## src/sv/b64e_pkg.sv

```systemverilog
`timescale 1ns / 1ps
// ---------------------------------------------------------------------------
// b64e_pkg: shared types and constants for the Base64 encoder
// Holds the character job passed from the front end to the back end and the
// 6-bit to ASCII mapping of the standard alphabet.
// ---------------------------------------------------------------------------
package b64e_pkg;

    localparam int unsigned JobChars = 4;

    localparam logic [7:0] PAD_CHAR = 8'h3D;  // '='
    localparam logic [5:0] SIX_MASK = 6'h3F;

    // position within the 3-byte group
    typedef enum logic [1:0] {
        PH_0 = 2'd0,
        PH_1 = 2'd1,
        PH_2 = 2'd2
    } t_phase;

    // characters caused by one input byte
    typedef struct packed {
        logic [JobChars-1:0][7:0] chars;  // chars[0] goes out first
        logic [1:0]               n;      // number of characters minus one
        logic                     last;   // final character ends the string
    } t_job;

    // 6-bit group to Base64 character
    function automatic logic [7:0] b64_char(input logic [5:0] six);
        logic [5:0] s;
        s = six & SIX_MASK;
        if (s < 6'd26)      return 8'(8'h41 + {2'b00, s});
        else if (s < 6'd52) return 8'(8'h61 + {2'b00, s} - 8'd26);
        else if (s < 6'd62) return 8'(8'h30 + {2'b00, s} - 8'd52);
        else if (s == 6'd62) return 8'h2B;  // '+'
        else                 return 8'h2F;  // '/'
    endfunction

endpackage

```

## src/sv/b64e_front.sv

```systemverilog
`timescale 1ns / 1ps
// ---------------------------------------------------------------------------
// b64e_front: byte intake and group tracking
// Takes one byte per word, keeps the group phase and leftover bits, and
// builds the job of one to four characters that the byte causes.
// ---------------------------------------------------------------------------
module b64e_front (
    input  logic            i_clk,
    input  logic            i_rst_n,
    input  logic            i_valid,
    input  logic [7:0]      i_data_byte,
    input  logic            i_last_byte,
    input  logic            i_full,
    output logic            o_stall,
    output logic            o_push,
    output b64e_pkg::t_job  o_job
);
    import b64e_pkg::*;

    t_phase     r_phase, n_phase;
    logic [3:0] r_left,  n_left;

    assign o_stall = i_full;
    assign o_push  = i_valid && !i_full;

    // state register
    always_ff @(posedge i_clk) begin
        if (!i_rst_n) begin
            r_phase <= PH_0;
            r_left  <= 4'd0;
        end else begin
            r_phase <= n_phase;
            r_left  <= n_left;
        end
    end

    // next state and job contents
    always_comb begin
        n_phase     = r_phase;
        n_left      = r_left;
        o_job.chars = '{default: PAD_CHAR};
        o_job.n     = 2'd0;
        o_job.last  = i_last_byte;
        unique case (r_phase)
            PH_1: begin
                o_job.chars[0] = b64_char({r_left[1:0], i_data_byte[7:4]});
                if (i_last_byte) begin
                    o_job.chars[1] = b64_char({i_data_byte[3:0], 2'b00});
                    o_job.n        = 2'd2;
                end
                n_phase = PH_2;
                n_left  = i_data_byte[3:0];
            end
            PH_2: begin
                o_job.chars[0] = b64_char({r_left, i_data_byte[7:6]});
                o_job.chars[1] = b64_char(i_data_byte[5:0]);
                o_job.n        = 2'd1;
                n_phase        = PH_0;
                n_left         = 4'd0;
            end
            default: begin
                o_job.chars[0] = b64_char(i_data_byte[7:2]);
                if (i_last_byte) begin
                    o_job.chars[1] = b64_char({i_data_byte[1:0], 4'b0000});
                    o_job.n        = 2'd3;
                end
                n_phase = PH_1;
                n_left  = {2'b00, i_data_byte[1:0]};
            end
        endcase
        if (!o_push) begin
            n_phase = r_phase;
            n_left  = r_left;
        end else if (i_last_byte) begin
            n_phase = PH_0;
            n_left  = 4'd0;
        end
    end

    // a string end restarts the group
    a_last_restarts: assert property (@(posedge i_clk) disable iff (!i_rst_n)
        o_push && i_last_byte |=> r_phase == PH_0 && r_left == 4'd0)
        else $error("group not restarted after last byte");

    // phase 2 always leaves a whole group behind
    a_ph2_wraps: assert property (@(posedge i_clk) disable iff (!i_rst_n)
        o_push && r_phase == PH_2 |=> r_phase == PH_0)
        else $error("phase 2 did not wrap");

endmodule

```

## src/sv/b64e_queue.sv

```systemverilog
`timescale 1ns / 1ps
// ---------------------------------------------------------------------------
// b64e_queue: two-entry job queue
// Decouples the byte intake from the character output so that each side
// can stall on its own.
// ---------------------------------------------------------------------------
module b64e_queue (
    input  logic            i_clk,
    input  logic            i_rst_n,
    input  logic            i_push,
    input  b64e_pkg::t_job  i_job,
    input  logic            i_pop,
    output logic            o_full,
    output logic            o_nonempty,
    output b64e_pkg::t_job  o_head
);
    import b64e_pkg::*;

    t_job       r_mem [2];
    logic       r_wptr, r_rptr;
    logic [1:0] r_count, n_count;

    assign o_full     = r_count == 2'd2;
    assign o_nonempty = r_count != 2'd0;
    assign o_head     = r_mem[r_rptr];

    // occupancy
    always_comb begin
        n_count = r_count;
        if (i_push && !i_pop)      n_count = 2'(r_count + 2'd1);
        else if (!i_push && i_pop) n_count = 2'(r_count - 2'd1);
    end

    // pointers and count
    always_ff @(posedge i_clk) begin
        if (!i_rst_n) begin
            r_wptr  <= 1'b0;
            r_rptr  <= 1'b0;
            r_count <= 2'd0;
        end else begin
            r_count <= n_count;
            if (i_push) r_wptr <= !r_wptr;
            if (i_pop)  r_rptr <= !r_rptr;
        end
    end

    // storage
    always_ff @(posedge i_clk) begin
        if (i_push) r_mem[r_wptr] <= i_job;
    end

    a_no_overflow: assert property (@(posedge i_clk) disable iff (!i_rst_n)
        !(i_push && o_full))
        else $error("push into full queue");

    a_no_underflow: assert property (@(posedge i_clk) disable iff (!i_rst_n)
        !(i_pop && !o_nonempty))
        else $error("pop from empty queue");

endmodule

```

## src/sv/b64e_back.sv

```systemverilog
`timescale 1ns / 1ps
// ---------------------------------------------------------------------------
// b64e_back: character sequencer and output register
// Walks the characters of the head job one per word and holds the current
// character in the output register until it is taken.
// ---------------------------------------------------------------------------
module b64e_back (
    input  logic            i_clk,
    input  logic            i_rst_n,
    input  logic            i_nonempty,
    input  b64e_pkg::t_job  i_head,
    output logic            o_pop,
    input  logic            i_stall,
    output logic            o_valid,
    output logic [7:0]      o_out_char,
    output logic            o_out_last
);
    import b64e_pkg::*;

    logic       r_valid;
    logic [7:0] r_char;
    logic       r_last;
    logic [1:0] r_idx, n_idx;
    logic       w_load, w_end;

    assign w_load = !r_valid || !i_stall;
    assign w_end  = r_idx == i_head.n;
    assign o_pop  = w_load && i_nonempty && w_end;

    assign o_valid    = r_valid;
    assign o_out_char = r_char;
    assign o_out_last = r_last;

    // index of next character within the head job
    always_comb begin
        n_idx = r_idx;
        if (w_load && i_nonempty) n_idx = w_end ? 2'd0 : 2'(r_idx + 2'd1);
    end

    // control
    always_ff @(posedge i_clk) begin
        if (!i_rst_n) begin
            r_valid <= 1'b0;
            r_idx   <= 2'd0;
        end else begin
            r_idx <= n_idx;
            if (w_load) r_valid <= i_nonempty;
        end
    end

    // output payload
    always_ff @(posedge i_clk) begin
        if (w_load && i_nonempty) begin
            r_char <= i_head.chars[r_idx];
            r_last <= i_head.last && w_end;
        end
    end

    // sequencer never runs past the job's character count
    a_idx_in_job: assert property (@(posedge i_clk) disable iff (!i_rst_n)
        i_nonempty |-> r_idx <= i_head.n)
        else $error("character index beyond job");

    // index restarts whenever a job is retired
    a_idx_restart: assert property (@(posedge i_clk) disable iff (!i_rst_n)
        o_pop |=> r_idx == 2'd0)
        else $error("index not reset after job");

endmodule

```

## src/sv/base64_encoder.sv

```systemverilog
`timescale 1ns / 1ps
// ---------------------------------------------------------------------------
// base64_encoder: streaming Base64 encoder, standard alphabet with padding
// Path: a byte's job is written into the job queue, and its characters are
//   then loaded one at a time into the output register.
// Throughput: one character per cycle while i_stall is low, set by the single
//   output register; a byte gives one or two characters, up to four if last.
// Reset: synchronous active-low; clears group phase, queue and output valid.
// ---------------------------------------------------------------------------
module base64_encoder (
    input  logic       i_clk,
    input  logic       i_rst_n,
    input  logic       i_valid,
    input  logic [7:0] i_data_byte,
    input  logic       i_last_byte,
    output logic       o_stall,
    output logic       o_valid,
    output logic [7:0] o_out_char,
    output logic       o_out_last,
    input  logic       i_stall
);
    import b64e_pkg::*;

    t_job w_push_job, w_head;
    logic w_push, w_pop, w_full, w_nonempty;

    // byte intake
    b64e_front u_front (
        .i_clk       (i_clk),
        .i_rst_n     (i_rst_n),
        .i_valid     (i_valid),
        .i_data_byte (i_data_byte),
        .i_last_byte (i_last_byte),
        .i_full      (w_full),
        .o_stall     (o_stall),
        .o_push      (w_push),
        .o_job       (w_push_job)
    );

    // job queue
    b64e_queue u_queue (
        .i_clk      (i_clk),
        .i_rst_n    (i_rst_n),
        .i_push     (w_push),
        .i_job      (w_push_job),
        .i_pop      (w_pop),
        .o_full     (w_full),
        .o_nonempty (w_nonempty),
        .o_head     (w_head)
    );

    // character output
    b64e_back u_back (
        .i_clk      (i_clk),
        .i_rst_n    (i_rst_n),
        .i_nonempty (w_nonempty),
        .i_head     (w_head),
        .o_pop      (w_pop),
        .i_stall    (i_stall),
        .o_valid    (o_valid),
        .o_out_char (o_out_char),
        .o_out_last (o_out_last)
    );

endmodule
```

## config.mk

```make
export PLATFORM = sky130hd
export DESIGN_NAME = base64_encoder
export DESIGN_NICKNAME = d
export VERILOG_FILES = /design/src/sv/b64e_pkg.sv /design/src/sv/b64e_front.sv /design/src/sv/b64e_queue.sv /design/src/sv/b64e_back.sv /design/src/sv/base64_encoder.sv
export SDC_FILE = /design/constraint.sdc
export NUM_CORES = 1
export LEC_CHECK = 0
export BUFFER_PORTS_ARGS = -buffer_cell sky130_fd_sc_hd__buf_2
export CAP_MARGIN = 25
export CORE_MARGIN = 4
export CORE_UTILIZATION = 50
export CTS_BUF_LIST = sky130_fd_sc_hd__clkbuf_8
export DETAILED_ROUTE_END_ITERATION = 12
export GPL_TIMING_DRIVEN = 0
export PLACE_DENSITY = 0.75
export SYNTH_ARGS = -nofsm -noshare
export SYNTH_HDL_FRONTEND = slang
export SYNTH_HIERARCHICAL = 1
export SYNTH_SLANG_ARGS = --single-unit
export TNS_END_PERCENT = 50
```

## constraint.sdc

```tcl
create_clock -name i_clk -period 9.18 [get_ports i_clk]
set_input_delay 0.918 -clock i_clk [delete_from_list [all_inputs] [get_ports i_clk]]
set_output_delay 0.918 -clock i_clk [all_outputs]
set_load 0.01 [all_outputs]
```

# ---- Word-level counts from Yosys, hierarchy flattened
# Memories as Yosys holds them, arrays and structs flattened. A register that Yosys moved wholly into a read port is not among the register bits.
# Cells that the tools add are included.
dict set report word_totals {
  register_bits 22
  latch_bits 0
  ram_bits 38
  mem_bits_ro 0
  out_inout_bits 11
  word_cells 126
  n_memories 1
}
# memory words width read_ports rd_clocked_by_memory_dff wr line
set mem_list {}
lappend mem_list {u_queue.r_mem 2 19 1 1 1 b64e_queue.sv:19} ;# t_job r_mem [2];
dict set report classes {
  n_addsub 33
  n_mul 0
  div_mod_pow 0
  magnitude_cmp 19
  eq_ne 8
  shift 0
  muxes 40
  n_bitwise 0
  reduce_logical 16
}
# cell n
set ops {}
lappend ops {{8-bit two-way mux} 21}
lappend ops {{7-bit by 6-bit adder with 8-bit output, first input constant} 12}
lappend ops {{6-bit less-than comparator, second input constant} 12}
lappend ops {{8-bit by 5-bit subtractor with 8-bit output, second input constant} 6}
lappend ops {{8-bit by 6-bit subtractor with 8-bit output, second input constant} 6}
lappend ops {{6-bit by 6-bit adder with 7-bit output, first input constant} 6}
lappend ops {{6-bit by 5-bit less-than comparator with 1-bit output, second input constant} 6}
lappend ops {{18-bit one-hot mux with 2 select lines} 1}
lappend ops {{6-bit equality test, second input constant} 4}
lappend ops {{8-bit binary-select mux with 2-bit select} 1}
lappend ops {{2-bit two-way mux} 6}
lappend ops {{3-bit two-way mux} 4}
lappend ops {{4-bit one-hot mux with 2 select lines} 1}
lappend ops {{1-bit zero test} 7}
lappend ops {{1-bit logical AND} 6}
lappend ops {{2-bit by 1-bit adder with 2-bit output, second input constant} 2}
lappend ops {{2-bit equality test, second input constant} 2}
lappend ops {{1-bit two-way mux} 4}
lappend ops {{4-bit two-way mux} 1}
lappend ops {{2-bit one-hot mux with 2 select lines} 1}
lappend ops {{2-bit nonzero test} 2}
lappend ops {{2-bit by 3-bit less-than comparator with 1-bit output, second input constant} 1}
lappend ops {{2-bit by 1-bit equality test with 1-bit output, second input constant} 1}
lappend ops {{2-bit equality test} 1}
lappend ops {{2 further kinds} 2}

# ---- Longest topological paths before layout
dict set report logic_depth {
  word_depth 7
  mapped_depth 10
  mapped_depth_nobuf 8
}

# ---- Cells and area by module
# Netlist, hierarchy kept.
# mod instances cells_each area_per_inst_um2 seq_area_each_um2
set by_module_without_submodules {}
lappend by_module_without_submodules {b64e_queue 1 131 2756.4 2202.1}
lappend by_module_without_submodules {b64e_front 1 379 2606.2 120.1}
lappend by_module_without_submodules {b64e_back 1 40 651.9 330.3}

# ---- Worst setup path after synthesis
# No wires, ideal clock.
dict set report synth_path {
  path_type {input to register}
  from {in i_valid}
  to {mem u_queue/r_mem[0][0] in the netlist's numbering (enable)}
  t_arrival_ps 2900
  t_required_ps 8747
  slack_ps 5847
  cell_stages 3
  n_path_buf 0
  path_cell_list {nand2b_1 > inv_1 > nor2b_1}
}
dict set report synth_via {
  elab_chain_len 3
}
# item line
set synth_lines {}
lappend synth_lines {{start, declared} base64_encoder.sv:13} ;# input logic i_valid,
lappend synth_lines {{1-bit logical AND} b64e_front.sv:24} ;# assign o_push = i_valid && !i_full;
lappend synth_lines {{via w_push} base64_encoder.sv:25} ;# logic w_push, w_pop, w_full, w_nonempty;
lappend synth_lines {{1-bit two-way mux} b64e_queue.sv:49} ;# if (i_push) r_mem[r_wptr] <= i_job;
lappend synth_lines {{1-bit two-way mux (implied by the code)} b64e_queue.sv:49}
lappend synth_lines {{end, declared} b64e_queue.sv:19}
# The timed path passes the listed nets, and every way through them passes these cells.

==> impl_metrics.json <==
{
  "status": "completed",
  "cts_root_buffer": "clkbuf_8",
  "synth_mux_area_share_pct": 11.11,
  "drt-initial-drc-count": 403,
  "grt_overflow": 0,
  "routed_wl_um": 14670,
  "grt_use_met3_pct": 3.460,
  "synthAdderAreaFrac_pct": 5.409,
  "io_pins": 24,
  "cts.repair.resized": 0,
  "h-tree-depth": 3,
  "vias_per_cell": 6.091,
  "hpwl_um": 10820,
  "worst_setup_path_start_kind": "input port",
  "cp_top_family": "simple AND/OR/NAND/NOR gates",
  "setup_ws_ps": 6120,
  "ff2ff_path_depth": 9,
  "slew_headroom_pct": 42.21,
  "report.final.slew_viol_count": 0,
  "worst-path-max-fanout": 10,
  "met1_usage_pct": 27.55,
  "slowest_delay_ps": 440,
  "power.density_nw_per_um2": 205.4,
  "synthTopCellsByCount": "edfxtp_1, nand2_1, mux2_2",
  "grt_max_degree": 36,
  "synth.most_common_cell": "edfxtp_1",
  "die-width_um": 117.7,
  "max_slew.worst_pin.slew_ps": 866.8,
  "cts_sinks": 93,
  "drc": 0,
  "yosysTopAreaCellShare_pct": 39.44,
  "post-route-period-util_pct": 33.33,
  "cts_buffers": 9,
  "synthFlopType": "edfxtp_1",
  "synthesis.area_um2": 6015,
  "critPathKind": "in -> reg",
  "worst_path_max_delay_cell": "nor2b_1",
  "n_antenna_cell": 0,
  "cts_tree": "built",
  "grt_busiest_layer": "met2",
  "leakage_uw": 0.002478,
  "yosys_register_bits": 93,
  "max_freq_mhz": 326.8,
  "postCtsHoldBufs": 0,
  "dp_slack_ps": 5819,
  "first_pass_iters": 5,
  "start_util_pct": 51.79,
  "rsz0062_at_grt": "false",
  "synthArstFlopShare_pct": 0,
  "wl_per_cell_um": 19.61,
  "drv_cap": 0,
  "fin_crit_ps": 3060,
  "antenna_found_initial": 0,
  "rows": 39,
  "hold_class": "reg -> reg",
  "arrival_ps": 3160,
  "synth_top_family_by_area": "compound AO/OA/AOI/OAI gates",
  "ir_worst_vdd_uv": 100.4,
  "ys_seq_area_share_pct": 44.10,
  "synth_xor_area_share_pct": 2.039,
  "finClkSkew_ps": 9.352,
  "die-height_um": 117.7,
  "gp_congestion": 0.9572,
  "yosysUniqueCellTypes": 74,
  "fin_setup_tns_ps": 0,
  "grt_pass1_vias": 4373,
  "grtUsageTotal_pct": 21.27,
  "cp_num_cells": 9,
  "synth.avg_cell_area_um2": 10.94,
  "synth-simple-area-share_pct": 15.04,
  "setup_viol": 0,
  "path_cells": "buf_2 > buf_2 > inv_1 > ha_1 > nor2b_1 > nor3_1 > nor3_1 > o21ai_1 > a32o_1",
  "crit_path_end_kind": "register",
  "grt_pass1_wl_um": 23620,
  "synthTopCellsByArea": "edfxtp_1, mux2_2, ha_1",
  "yosys_warnings": 6,
  "final_nets": 639,
  "coreArea_um2": 11610,
  "ant_nets": 0,
  "synth_edf_count": 79,
  "finalHoldViolCount": 0,
  "synthCells": 550,
  "clkLatencyLatePin_ps": 360,
  "place.port_buffers": 23,
  "num_vias": 4556,
  "cts.clk_slew.worst_paths_ps": 80,
  "cts.path.max_buffers": 2,
  "synth_area_leader_cell": "edfxtp_1",
  "post_cts_buffers": 0,
  "drive_above_1_share_pct": 24.63,
  "synth-compound-area-share_pct": 15.04,
  "gr-usage-met2_pct": 36.33,
  "hold-path-cell-count": 2,
  "area_growth_pct": 10.26,
  "cp.required_ps": 9280,
  "critical_path_buf_inv_count": 3,
  "dieArea_um2": 13850
}
area by class of cell:
| type | count | area, um2 |
|---|---|---|
| plain buffers | 55 | 350.3 |
| clock buffers | 12 | 165.2 |
| clock inverters | 4 | 68.82 |
| fillers | 1010 | 4982 |
| inverters | 21 | 78.83 |
| multi-input cells | 395 | 2994 |
| flip-flops and latches | 93 | 2653 |
| well taps | 143 | 178.9 |
| repair buffers | 25 | 142.6 |
report_power, final:
part,internal (uW),leakage (uW),switching [uW]
combinational,217,0.00151,250
sequential,566,0.000851,26.1
clock,174,0.000120,128
total,957,0.00248,405
per-layer routing:
| layer | vias to the layer above | part of all wire (%) |
|---|---|---|
| met3 | 25 | 4.2 |
| li1 | 2152 | - |
| met4 | 0 | 2.2 |
| met1 | 2224 | 42 |
| met2 | 155 | 51 |
| met5 | - | 0 |
state kept, by name, indices dropped and copies added (netlist names), named ones only:
| signal | flops |
|---|---|
| u_back/o_out_last | 1 |
| u_back/o_out_char | 8 |
| u_queue/r_count | 2 |
| u_queue/r_rptr | 1 |
| u_front/r_left | 4 |
| u_back/r_idx | 2 |
| u_queue/r_mem | 70 |
| u_back/o_valid | 1 |
| u_front/r_phase | 2 |
| u_queue/r_wptr | 1 |
cells by family (layout without fill, tap and decap cells):
family,Yosys count,in the layout
other cells,2,16
xor+xnor,14,14
flops,93,93
simple gates,164,164
compound gates,124,124
mux,51,51
fa+ha+maj,26,26
buf+inv,76,117
stage by stage:
| step | util, % | cells | hold slack [ps] | instance area, um2 | power [uW] |
|---|---|---|---|---|---|
| finish | 57.10 | 748 | 513.7 | 6631 | 1362 |
| global route | 57.10 | 748 | 547.9 | 6631 | 1436 |
| CTS | 57.10 | 748 | 513.8 | 6631 | 1374 |
| detailed placement | 55.09 | 732 | 495.9 | 6397 | 1071 |
| global placement | 54.77 | 730 | 472.3 | 6361 | 1048 |
| floorplan | - | 564 | 457.8 | 6067 | 932.7 |
cell usage in the layout (no fill, tap or decap), types with 7 or more instances in the layout:
master,instances
buf_4,22
o21ai_0,10
nor3_1,8
edfxtp_1,79
xnor2_1,8
nand2_1,41
nand2b_1,9
ha_1,26
conb_1,16
nand4_1,7
inv_1,18
o211ai_1,11
nor2_1,9
nand3_1,33
clkbuf_8,12
dfxtp_1,14
a31oi_1,10
a21oi_1,18
clkbuf_1,7
buf_2,45
mux2_2,37
nor2b_1,14
and2_1,8
worst paths after layout:
kind | start | end | slack (ps)
worst min register to register | u_queue/r_count[1]$_SDFFE_PN0P_ | u_queue/r_count[1]$_SDFFE_PN0P_ | 510
worst max register to register | register | u_queue/r_count[1]$_SDFFE_PN0P_ | 6590
worst min-delay path | u_queue/r_count[1]$_SDFFE_PN0P_ | u_queue/r_count[1]$_SDFFE_PN0P_ | 510
worst max-delay path | i_data_byte[2] | u_queue/r_mem[0][16]$_DFFE_PP_ | 6120
worst register-to-register path, delay by kind of cell (launching register included):
kind / cells / cell delay (ps)
buffers and inverters: 3 / 540
muxes: 1 / 400
adders and majority gates: 1 / 320
DFF: 1 / 310
and+or+nand+nor: 2 / 690
xor gates and xnor gates: 1 / 160
AOI/OAI and AO/OA: 1 / 130
(Power assumes the default switching activity.)
